[config.mk]
export PLATFORM = sky130hd
export DESIGN_NAME = in_order_chiplet_job_dispatcher
export DESIGN_NICKNAME = d
export VERILOG_FILES = /design/src/design/icjd_pkg.sv /design/src/design/icjd_front.sv /design/src/design/icjd_cmd_fifo.sv /design/src/design/icjd_back.sv /design/src/design/in_order_chiplet_job_dispatcher.sv
export SDC_FILE = /design/constraint.sdc
export NUM_CORES = 1
export LEC_CHECK = 0
export ABC_CLOCK_PERIOD_IN_PS = 5700
export BUFFER_PORTS_ARGS = -buffer_cell sky130_fd_sc_hd__buf_2
export CAP_MARGIN = 15
export CORE_ASPECT_RATIO = 1.2
export CORE_MARGIN = 2
export CORE_UTILIZATION = 62
export DETAILED_ROUTE_END_ITERATION = 12
export GPL_TIMING_DRIVEN = 0
export PLACE_DENSITY = 0.79
export SYNTH_ARGS = -nofsm -noshare
export SYNTH_HDL_FRONTEND = slang
export SYNTH_SLANG_ARGS = --single-unit
[constraint.sdc]
create_clock -name clk -period 5.7 [get_ports clk]
set_clock_uncertainty 0.05 [all_clocks]
set_input_delay 0.855 -clock clk [delete_from_list [all_inputs] [get_ports clk]]
set_output_delay 0.855 -clock clk [all_outputs]
set_load 0.01 [all_outputs]
[src/design/icjd_pkg.sv]
`timescale 1ns / 1ps

package icjd_pkg;

  localparam int MASK_W      = 16;
  localparam int MAX_UNITS   = 16;
  localparam int JOB_SLOTS   = 32;
  localparam int SLOT_W      = 5;
  localparam int UC_W        = 5;
  localparam int CNT_W       = 5;
  localparam int MAX_RESULTS = 16;
  localparam int KW          = $clog2(MAX_RESULTS + 1);

  typedef logic [1:0] op_t;
  localparam op_t OP_SUBMIT = 2'd0;
  localparam op_t OP_FINISH = 2'd1;
  localparam op_t OP_TICK   = 2'd2;

  typedef logic [2:0] status_t;
  localparam status_t ST_QUEUED     = 3'd0;
  localparam status_t ST_REJECTED   = 3'd1;
  localparam status_t ST_DISPATCHED = 3'd2;
  localparam status_t ST_NONE       = 3'd3;
  localparam status_t ST_FINISHED   = 3'd4;
  localparam status_t ST_UNKNOWN    = 3'd5;

  typedef struct packed {
    op_t               op;
    logic [MASK_W-1:0] mask;
    logic [SLOT_W-1:0] job;
    logic              failed;
  } cmd_t;

  typedef struct packed {
    status_t           status;
    logic [SLOT_W-1:0] job;
    logic [MASK_W-1:0] mask;
    logic [MASK_W-1:0] busy;
    logic [CNT_W-1:0]  pending;
    logic              last;
  } result_t;

  typedef struct packed {
    logic push;
    cmd_t data;
  } cmd_push_t;

  typedef enum logic [2:0] {
    S_IDLE,
    S_SUBMIT,
    S_FIN_READ,
    S_FIN_DONE,
    S_TICK_QREAD,
    S_TICK_MREAD,
    S_TICK_CHECK,
    S_TICK_END
  } back_state_t;

endpackage

[src/design/icjd_front.sv]
`timescale 1ns / 1ps

module icjd_front (
  input  logic                             clk,
  input  logic                             rst,
  input  logic                             cfg_wr_en,
  input  logic [icjd_pkg::UC_W-1:0]        cfg_wr_data,
  input  logic                             req_valid,
  output logic                             req_stall,
  input  icjd_pkg::op_t                    operation,
  input  logic [icjd_pkg::MASK_W-1:0]      unit_mask,
  input  logic                             use_all,
  input  logic [icjd_pkg::SLOT_W-1:0]      job_number,
  input  logic                             failed,
  input  logic                             cmd_full,
  output icjd_pkg::cmd_push_t              cmd_push
);

  logic [icjd_pkg::UC_W-1:0]   unit_count;
  logic [icjd_pkg::MASK_W-1:0] present;
  logic                        known_op;

  // present-unit mask, count saturated to 1..MAX_UNITS
  function automatic logic [icjd_pkg::MASK_W-1:0] present_units(
    input logic [icjd_pkg::UC_W-1:0] n
  );
    logic [icjd_pkg::UC_W-1:0]   c;
    logic [icjd_pkg::MASK_W:0]   wide;
    c = n;
    if (c == '0) c = icjd_pkg::UC_W'(1);
    if (c > icjd_pkg::UC_W'(icjd_pkg::MAX_UNITS)) c = icjd_pkg::UC_W'(icjd_pkg::MAX_UNITS);
    wide = ((icjd_pkg::MASK_W + 1)'(1) << c) - (icjd_pkg::MASK_W + 1)'(1);
    return wide[icjd_pkg::MASK_W-1:0];
  endfunction

  always_ff @(posedge clk) begin
    if (rst) begin
      unit_count <= icjd_pkg::UC_W'(16);
    end else if (cfg_wr_en) begin
      unit_count <= cfg_wr_data;
    end
  end

  assign present  = present_units(unit_count);
  assign known_op = (operation == icjd_pkg::OP_SUBMIT) ||
                    (operation == icjd_pkg::OP_FINISH) ||
                    (operation == icjd_pkg::OP_TICK);

  assign req_stall = cmd_full;

  // unused op code is dropped here and never reaches the back end
  always_comb begin
    cmd_push.push        = req_valid && !cmd_full && known_op;
    cmd_push.data.op     = operation;
    cmd_push.data.mask   = use_all ? present : (unit_mask & present);
    cmd_push.data.job    = job_number;
    cmd_push.data.failed = failed;
  end

endmodule

[src/design/icjd_cmd_fifo.sv]
`timescale 1ns / 1ps

module icjd_cmd_fifo (
  input  logic                clk,
  input  logic                rst,
  input  icjd_pkg::cmd_push_t cmd_push,
  output logic                full,
  input  logic                pop,
  output icjd_pkg::cmd_t      pop_data,
  output logic                empty
);

  icjd_pkg::cmd_t entries [2];
  logic           wr_ptr;
  logic           rd_ptr;
  logic [1:0]     count;

  assign full     = (count == 2'd2);
  assign empty    = (count == 2'd0);
  assign pop_data = entries[rd_ptr];

  always_ff @(posedge clk) begin
    if (cmd_push.push) begin
      entries[wr_ptr] <= cmd_push.data;
    end
  end

  always_ff @(posedge clk) begin
    if (rst) begin
      wr_ptr <= 1'b0;
      rd_ptr <= 1'b0;
      count  <= 2'd0;
    end else begin
      if (cmd_push.push) wr_ptr <= ~wr_ptr;
      if (pop)           rd_ptr <= ~rd_ptr;
      case ({cmd_push.push, pop})
        2'b10:   count <= count + 2'd1;
        2'b01:   count <= count - 2'd1;
        default: count <= count;
      endcase
    end
  end

endmodule

[src/design/icjd_back.sv]
`timescale 1ns / 1ps

module icjd_back #(
  parameter int QUEUE_DEPTH = 16
) (
  input  logic                clk,
  input  logic                rst,
  input  logic                cmd_empty,
  input  icjd_pkg::cmd_t      cmd_data,
  output logic                cmd_pop,
  output logic                res_valid,
  input  logic                res_stall,
  output icjd_pkg::result_t   res
);

  localparam int QW = $clog2(QUEUE_DEPTH);
  localparam int FW = $clog2(QUEUE_DEPTH + 1);

  icjd_pkg::back_state_t state, state_next;

  logic [icjd_pkg::SLOT_W-1:0] queue_mem [QUEUE_DEPTH];
  logic [icjd_pkg::MASK_W-1:0] slot_mem  [icjd_pkg::JOB_SLOTS];
  logic [icjd_pkg::SLOT_W-1:0] q_rdata;
  logic [icjd_pkg::MASK_W-1:0] m_rdata;
  logic [icjd_pkg::SLOT_W-1:0] m_raddr;

  logic [QW-1:0]                  head;
  logic [FW-1:0]                  fill;
  logic [icjd_pkg::MASK_W-1:0]    busy;
  logic [icjd_pkg::SLOT_W-1:0]    next_num;
  logic [icjd_pkg::JOB_SLOTS-1:0] in_use;
  logic [icjd_pkg::JOB_SLOTS-1:0] active;
  logic [31:0]                    done_count;
  logic [31:0]                    fail_count;
  logic [icjd_pkg::KW-1:0]        disp_cnt;
  icjd_pkg::cmd_t                 cur;
  logic [icjd_pkg::SLOT_W-1:0]    cur_job;
  icjd_pkg::result_t              stage;
  logic                           stage_valid;

  logic          out_free;
  logic          queue_full;
  logic          sub_ok;
  logic          blocked;
  logic          tick_stop;
  logic [QW:0]   tail_sum;
  logic [QW-1:0] tail;
  logic [QW-1:0] head_inc;
  logic          do_submit;
  logic          do_finish;
  logic          do_disp;
  logic          do_end;
  logic          load_out;

  assign out_free   = !res_valid || !res_stall;
  assign queue_full = (fill == FW'(QUEUE_DEPTH));
  assign sub_ok     = !queue_full && !in_use[next_num];
  assign blocked    = (m_rdata & busy) != '0;
  assign tick_stop  = (fill == '0) || (disp_cnt == icjd_pkg::KW'(icjd_pkg::MAX_RESULTS));
  assign tail_sum   = {1'b0, head} + (QW + 1)'(fill);
  assign tail       = (tail_sum >= (QW + 1)'(QUEUE_DEPTH)) ?
                      QW'(tail_sum - (QW + 1)'(QUEUE_DEPTH)) : tail_sum[QW-1:0];
  assign head_inc   = (head == QW'(QUEUE_DEPTH - 1)) ? '0 : head + 1'b1;

  // next state
  always_comb begin
    state_next = state;
    case (state)
      icjd_pkg::S_IDLE: begin
        if (!cmd_empty) begin
          case (cmd_data.op)
            icjd_pkg::OP_SUBMIT: state_next = icjd_pkg::S_SUBMIT;
            icjd_pkg::OP_FINISH: state_next = icjd_pkg::S_FIN_READ;
            icjd_pkg::OP_TICK:   state_next = icjd_pkg::S_TICK_QREAD;
            default:             state_next = icjd_pkg::S_IDLE;
          endcase
        end
      end
      icjd_pkg::S_SUBMIT:   if (out_free) state_next = icjd_pkg::S_IDLE;
      icjd_pkg::S_FIN_READ: state_next = icjd_pkg::S_FIN_DONE;
      icjd_pkg::S_FIN_DONE: if (out_free) state_next = icjd_pkg::S_IDLE;
      icjd_pkg::S_TICK_QREAD: begin
        state_next = tick_stop ? icjd_pkg::S_TICK_END : icjd_pkg::S_TICK_MREAD;
      end
      icjd_pkg::S_TICK_MREAD: state_next = icjd_pkg::S_TICK_CHECK;
      icjd_pkg::S_TICK_CHECK: begin
        if (blocked) state_next = icjd_pkg::S_TICK_END;
        else if (!stage_valid || out_free) state_next = icjd_pkg::S_TICK_QREAD;
      end
      icjd_pkg::S_TICK_END: if (out_free) state_next = icjd_pkg::S_IDLE;
      default: state_next = icjd_pkg::S_IDLE;
    endcase
  end

  // control strobes
  always_comb begin
    cmd_pop   = 1'b0;
    do_submit = 1'b0;
    do_finish = 1'b0;
    do_disp   = 1'b0;
    do_end    = 1'b0;
    m_raddr   = cur_job;
    case (state)
      icjd_pkg::S_IDLE:       cmd_pop   = !cmd_empty;
      icjd_pkg::S_SUBMIT:     do_submit = out_free;
      icjd_pkg::S_FIN_DONE:   do_finish = out_free;
      icjd_pkg::S_TICK_MREAD: m_raddr   = q_rdata;
      icjd_pkg::S_TICK_CHECK: do_disp   = !blocked && (!stage_valid || out_free);
      icjd_pkg::S_TICK_END:   do_end    = out_free;
      default:                cmd_pop   = 1'b0;
    endcase
    load_out = do_submit || do_finish || do_end || (do_disp && stage_valid);
  end

  // queue and slot memories
  always_ff @(posedge clk) begin
    if (do_submit && sub_ok) begin
      queue_mem[tail]    <= next_num;
      slot_mem[next_num] <= cur.mask;
    end
    q_rdata <= queue_mem[head];
    m_rdata <= slot_mem[m_raddr];
  end

  // payload registers
  always_ff @(posedge clk) begin
    if (cmd_pop) begin
      cur     <= cmd_data;
      cur_job <= cmd_data.job;
    end
    if (state == icjd_pkg::S_TICK_MREAD) cur_job <= q_rdata;
    if (do_disp) begin
      stage.status  <= icjd_pkg::ST_DISPATCHED;
      stage.job     <= cur_job;
      stage.mask    <= m_rdata;
      stage.busy    <= busy | m_rdata;
      stage.pending <= icjd_pkg::CNT_W'(fill - 1'b1);
      stage.last    <= 1'b0;
    end
    if (do_submit) begin
      res.status  <= sub_ok ? icjd_pkg::ST_QUEUED : icjd_pkg::ST_REJECTED;
      res.job     <= next_num;
      res.mask    <= cur.mask;
      res.busy    <= busy;
      res.pending <= sub_ok ? icjd_pkg::CNT_W'(fill + 1'b1) : icjd_pkg::CNT_W'(fill);
      res.last    <= 1'b1;
    end else if (do_finish) begin
      res.status  <= active[cur_job] ? icjd_pkg::ST_FINISHED : icjd_pkg::ST_UNKNOWN;
      res.job     <= cur_job;
      res.mask    <= active[cur_job] ? m_rdata : '0;
      res.busy    <= active[cur_job] ? (busy & ~m_rdata) : busy;
      res.pending <= icjd_pkg::CNT_W'(fill);
      res.last    <= 1'b1;
    end else if (do_end) begin
      if (stage_valid) begin
        res.status  <= stage.status;
        res.job     <= stage.job;
        res.mask    <= stage.mask;
        res.busy    <= stage.busy;
        res.pending <= stage.pending;
        res.last    <= 1'b1;
      end else begin
        res.status  <= icjd_pkg::ST_NONE;
        res.job     <= '0;
        res.mask    <= '0;
        res.busy    <= busy;
        res.pending <= icjd_pkg::CNT_W'(fill);
        res.last    <= 1'b1;
      end
    end else if (do_disp && stage_valid) begin
      res <= stage;
    end
  end

  // control state
  always_ff @(posedge clk) begin
    if (rst) begin
      state       <= icjd_pkg::S_IDLE;
      head        <= '0;
      fill        <= '0;
      busy        <= '0;
      next_num    <= '0;
      in_use      <= '0;
      active      <= '0;
      done_count  <= '0;
      fail_count  <= '0;
      disp_cnt    <= '0;
      stage_valid <= 1'b0;
      res_valid   <= 1'b0;
    end else begin
      state <= state_next;
      if (cmd_pop) disp_cnt <= '0;
      if (do_submit && sub_ok) begin
        in_use[next_num] <= 1'b1;
        active[next_num] <= 1'b0;
        fill             <= fill + 1'b1;
        next_num         <= next_num + 1'b1;
      end
      if (do_finish && active[cur_job]) begin
        busy            <= busy & ~m_rdata;
        active[cur_job] <= 1'b0;
        in_use[cur_job] <= 1'b0;
        if (cur.failed) fail_count <= fail_count + 32'd1;
        else            done_count <= done_count + 32'd1;
      end
      if (do_disp) begin
        busy            <= busy | m_rdata;
        head            <= head_inc;
        fill            <= fill - 1'b1;
        active[cur_job] <= 1'b1;
        disp_cnt        <= disp_cnt + 1'b1;
        stage_valid     <= 1'b1;
      end
      if (do_end) stage_valid <= 1'b0;
      if (load_out)       res_valid <= 1'b1;
      else if (!res_stall) res_valid <= 1'b0;
    end
  end

endmodule

[src/design/in_order_chiplet_job_dispatcher.sv]
`timescale 1ns / 1ps

// channel   signals                                    moves
// -------   ----------------------------------------   ------------------------------
// cfg       cfg_wr_en, cfg_wr_data                     unit_count write, no wait
// req       req_valid, req_stall, operation..failed    one request: submit/finish/tick
// res       res_valid, res_stall, status..last         one result, last marks the end
//
// a request passes the front stage into a two-entry command queue
// back end steps: submit in S_SUBMIT, finish in S_FIN_READ then S_FIN_DONE, tick per job in
// S_TICK_QREAD, S_TICK_MREAD, S_TICK_CHECK, closing in S_TICK_END (also on a blocked job),
// set by the queue and slot memory reads that go one after another
// rst is synchronous: queue empty, all units idle, all slots free, unit_count 16
// req_stall rises only while the command queue holds two requests
// res_stall holds the result register; the back end waits on it, the front keeps taking until the command queue is full

module in_order_chiplet_job_dispatcher #(
  parameter int QUEUE_DEPTH = 16
) (
  input  logic                         clk,
  input  logic                         rst,
  input  logic                         cfg_wr_en,
  input  logic [icjd_pkg::UC_W-1:0]    cfg_wr_data,
  input  logic                         req_valid,
  output logic                         req_stall,
  input  logic [1:0]                   operation,
  input  logic [icjd_pkg::MASK_W-1:0]  unit_mask,
  input  logic                         use_all,
  input  logic [icjd_pkg::SLOT_W-1:0]  job_number,
  input  logic                         failed,
  output logic                         res_valid,
  input  logic                         res_stall,
  output logic [2:0]                   status,
  output logic [icjd_pkg::SLOT_W-1:0]  result_job,
  output logic [icjd_pkg::MASK_W-1:0]  result_mask,
  output logic [icjd_pkg::MASK_W-1:0]  busy_units,
  output logic [icjd_pkg::CNT_W-1:0]   pending_count,
  output logic                         last
);

  icjd_pkg::cmd_push_t cmd_push;
  icjd_pkg::cmd_t      cmd_data;
  icjd_pkg::result_t   res;
  logic                cmd_full;
  logic                cmd_empty;
  logic                cmd_pop;

  // front: holds unit_count, masks the job to present units, drops unused op code
  icjd_front u_front (
    .clk         (clk),
    .rst         (rst),
    .cfg_wr_en   (cfg_wr_en),
    .cfg_wr_data (cfg_wr_data),
    .req_valid   (req_valid),
    .req_stall   (req_stall),
    .operation   (operation),
    .unit_mask   (unit_mask),
    .use_all     (use_all),
    .job_number  (job_number),
    .failed      (failed),
    .cmd_full    (cmd_full),
    .cmd_push    (cmd_push)
  );

  // short queue so the front keeps accepting while the back end is busy
  icjd_cmd_fifo u_cmd_fifo (
    .clk      (clk),
    .rst      (rst),
    .cmd_push (cmd_push),
    .full     (cmd_full),
    .pop      (cmd_pop),
    .pop_data (cmd_data),
    .empty    (cmd_empty)
  );

  // back: job queue, slot table, busy mask and the result register
  icjd_back #(
    .QUEUE_DEPTH (QUEUE_DEPTH)
  ) u_back (
    .clk       (clk),
    .rst       (rst),
    .cmd_empty (cmd_empty),
    .cmd_data  (cmd_data),
    .cmd_pop   (cmd_pop),
    .res_valid (res_valid),
    .res_stall (res_stall),
    .res       (res)
  );

  assign status        = res.status;
  assign result_job    = res.job;
  assign result_mask   = res.mask;
  assign busy_units    = res.busy;
  assign pending_count = res.pending;
  assign last          = res.last;

  // a dispatched job's units are all busy afterwards
  a_disp_busy: assert property (@(posedge clk) disable iff (rst)
    res_valid && status == icjd_pkg::ST_DISPATCHED |-> (result_mask & ~busy_units) == '0)
    else $error("dispatched units not marked busy");

  // a finished job's units are all free afterwards
  a_fin_free: assert property (@(posedge clk) disable iff (rst)
    res_valid && status == icjd_pkg::ST_FINISHED |-> (result_mask & busy_units) == '0)
    else $error("finished units still busy");

  // only a tick produces more than one result
  a_multi_tick: assert property (@(posedge clk) disable iff (rst)
    res_valid && !last |-> status == icjd_pkg::ST_DISPATCHED)
    else $error("non-final result that is not a dispatch");

endmodule
==> out/metrics.yaml <==
outcome:
  status: "completed"
final_layout:
  fin_util: 0.704
  antenna_cells: 0
  stdcell_count: 3615
  mostFrequentLayoutCells: "edfxtp_1, nand2_1, nand3_1"
  final_net_count: 2867
  syn2layout_area_growth_pct: 12.7
  final_common_cell: "edfxtp_1"
  drive_gt1_frac: 0.122
worst_setup_path:
  slowest_delay_ns: 0.92
  r2r_end: "u_back.queue_mem[0][3]"
  crit_chain: "buf_6, mux4_2, a22oi_2, nand4_1, nor4_2, buf_2, nand3_1, nor3_1"
  critPathMaxFanout: 20
  critPathRequiredTime_ns: 5.90
  cp.arrival_ns: 4.69
  worst_setup_path_start_kind: "register"
  slowest_stage: "dfxtp_1"
  reg2reg_slack_ns: 1.21
  reg2reg_depth: 8
  cp-end-kind: "register"
  r2r-start: "u_back.next_num[0]"
  worstSetupPathType: "reg2reg"
global_route:
  grt_pass1_vias: 24000
  grt.overflow.total: 0
  antenna_found_initial: 2
  grt_pass1_wl_um: 147000
  grtUsageTotal: 0.337
  grt_max_degree: 37
hold_path:
  hold_path_startpoint: "job_number[0]"
  hold_path.class: "in2reg"
  min_to: "u_cmd_fifo.entries[0][1]"
  worstHoldPathCells: 1
clock_network:
  cts_resized: 0
  cts_buffer_depth: 3
  postCtsHoldBufs: 0
  clk_pin_slew_ns: 0.07
  cts_root_buf: "clkbuf_16"
  htreeDepth: 3
  cts.sinks: 882
  postCtsSetupBuffers: 0
  cts_buffers: 80
  cts_tree: "built"
  insertion_delay_ns: 0.65
sta:
  fmax_ghz: 0.223
  period_share: 0.787
  final-setup-viol-count: 0
  slew_viol_final: 0
  worst_slew_pin_slew_ns: 1.27
  slew_headroom: 0.155
  hold_viol: 0
  fin_crit_ns: 4.49
  grt_setup_unrepaired: "false"
synth:
  avgSynthCellArea_sq_um: 13.5
  synth_cells: 2628
  syn-cell-area_sq_um: 35600
  synthFlopType: "edfxtp_1"
  yosys_warnings: 0
  ys_ff_latch: 882
  synth-edff-count: 746
  synth-seq-area-share: 0.706
  ys_async_sr_fraction: 0
  synth.distinct_cells: 73
  synthesis.nets: 2678
power:
  max-vdd-ir-drop_uv: 457
  leakagePower_uw: 0.0137
  cellPowerDensity_nw_per_um2: 495
  total_power_uw: 19900
placement:
  place.gp.congestion: 1.03
  port_buffers: 79
  dp_cells: 3466
  dp_hpwl_um: 66900
die:
  start_util: 0.625
  core_sq_um: 56900
  die_w_um: 223
  ioPinCount: 83
  die_height_um: 266
  num_rows: 96
  die-area_sq_um: 59300
route:
  dr.pass1.iters: 8
  vias: 24200
  viasPerCell: 6.70
  wl_um: 99800
  avgRoutedWirePerCell_um: 27.6
  first_iter_violations: 3472
  ant_nets: 0
  route.detailed.drc: 0
run:
  cap_violations: 0
report_power, final:
group | total [uW] | internal (uW) | leakage, uW | switching, uW
Clock | 5430 | 3040 | 0.00128 | 2390
Combinational | 5770 | 1650 | 0.00461 | 4120
Sequential | 8660 | 8060 | 0.00782 | 600
state kept, by name (all words and copies together) (netlist names), 2 cells and up, named ones only:
register and count:
u_back.state 3, u_front.unit_count 5, u_back.disp_cnt 5, u_back.head 4, u_back.active 32, u_back.in_use 32
u_back.queue_mem 80, u_back.slot_mem 512, u_back.next_num 5, u_back.stage 42, u_back.cur 16, u_cmd_fifo.entries 46
u_back.q_rdata 5, u_back.m_rdata 16, u_back.fill 5, u_back.res 46, u_cmd_fifo.count 2, u_back.cur_job 5
cells by family after synthesis:
logic type,after synthesis,share of synthesized area
AND/OR/NAND/NOR,879,0.112
AO/OA/AOI/OAI,436,0.0904
adder cells (fa/ha/maj),15,0.00549
XOR/XNOR,15,0.00369
other,1,0.000105
buffers and inverters,244,0.0274
flip-flops,882,0.706
multiplexers,156,0.0548
Yosys cell counts, types with 23 or more instances:
cell,number,area (sq um)
nand2_1,433,1630
nand3_1,191,956
o21ai_0,26,130
edfxtp_1,746,22400
mux4_2,28,631
buf_2,27,135
mux2_2,23,259
clkbuf_1,121,454
a32o_1,49,490
dfxtp_1,136,2720
a31oi_1,89,557
a41oi_1,34,298
a32oi_1,64,561
inv_1,69,259
nor2_1,84,315
mux2i_1,102,1020
nor3_1,31,155
nor2b_1,29,181
a21oi_1,64,320
stage by stage:
stage	TNS, ns	instance area (sq um)	hold WS, ns	setup slack (ns)
floorplan	0	35600	0.371	0.839
global placement	-36.08	36900	0.387	-0.810
detailed placement	0	37400	0.381	1.28
CTS	0	40000	0.354	1.21
global route	0	40100	0.353	0.985
finish	0	40100	0.365	1.21
critical path: cells and delay by family, from the launching register on:
kind,cells,cell delay [ns]
AO/OA/AOI/OAI,1,0.28
buffers and inverters,2,0.66
flip-flops,1,0.92
multiplexers,1,0.54
AND/OR/NAND/NOR,4,1.63
how the worst max path moves through the flow:
stage,from,endpoint,cells after the start
after floorplan,u_back.m_rdata[14],u_back.res[10],5
after global placement,u_back.m_rdata[14],u_back.res[32],5
after detailed placement,u_back.next_num[0],u_back.queue_mem[0][3],8
after CTS,u_back.next_num[0],u_back.queue_mem[0][3],8
after global routing,u_back.next_num[0],u_back.queue_mem[0][3],8
final,u_back.next_num[0],u_back.queue_mem[0][3],8
metal layers:
layer / part of all wire / global-route usage
met4: 0.069 / 0.206
met5: 0.00017 / 0
met3: 0.096 / 0.0662
met2: 0.48 / 0.560
met1: 0.35 / 0.411
cell type report:
class,instances,area (sq um)
Buffer,174,712
Inverter,70,263
Fill cell,3745,16800
Timing Repair Buffer,107,947
Multi-Input combinational cell,1502,9500
Clock buffer,107,2220
Sequential cell,882,25100
Clock inverter,38,417
Tap cell,735,920
No activity file was read; power rests on OpenSTA's default activity.
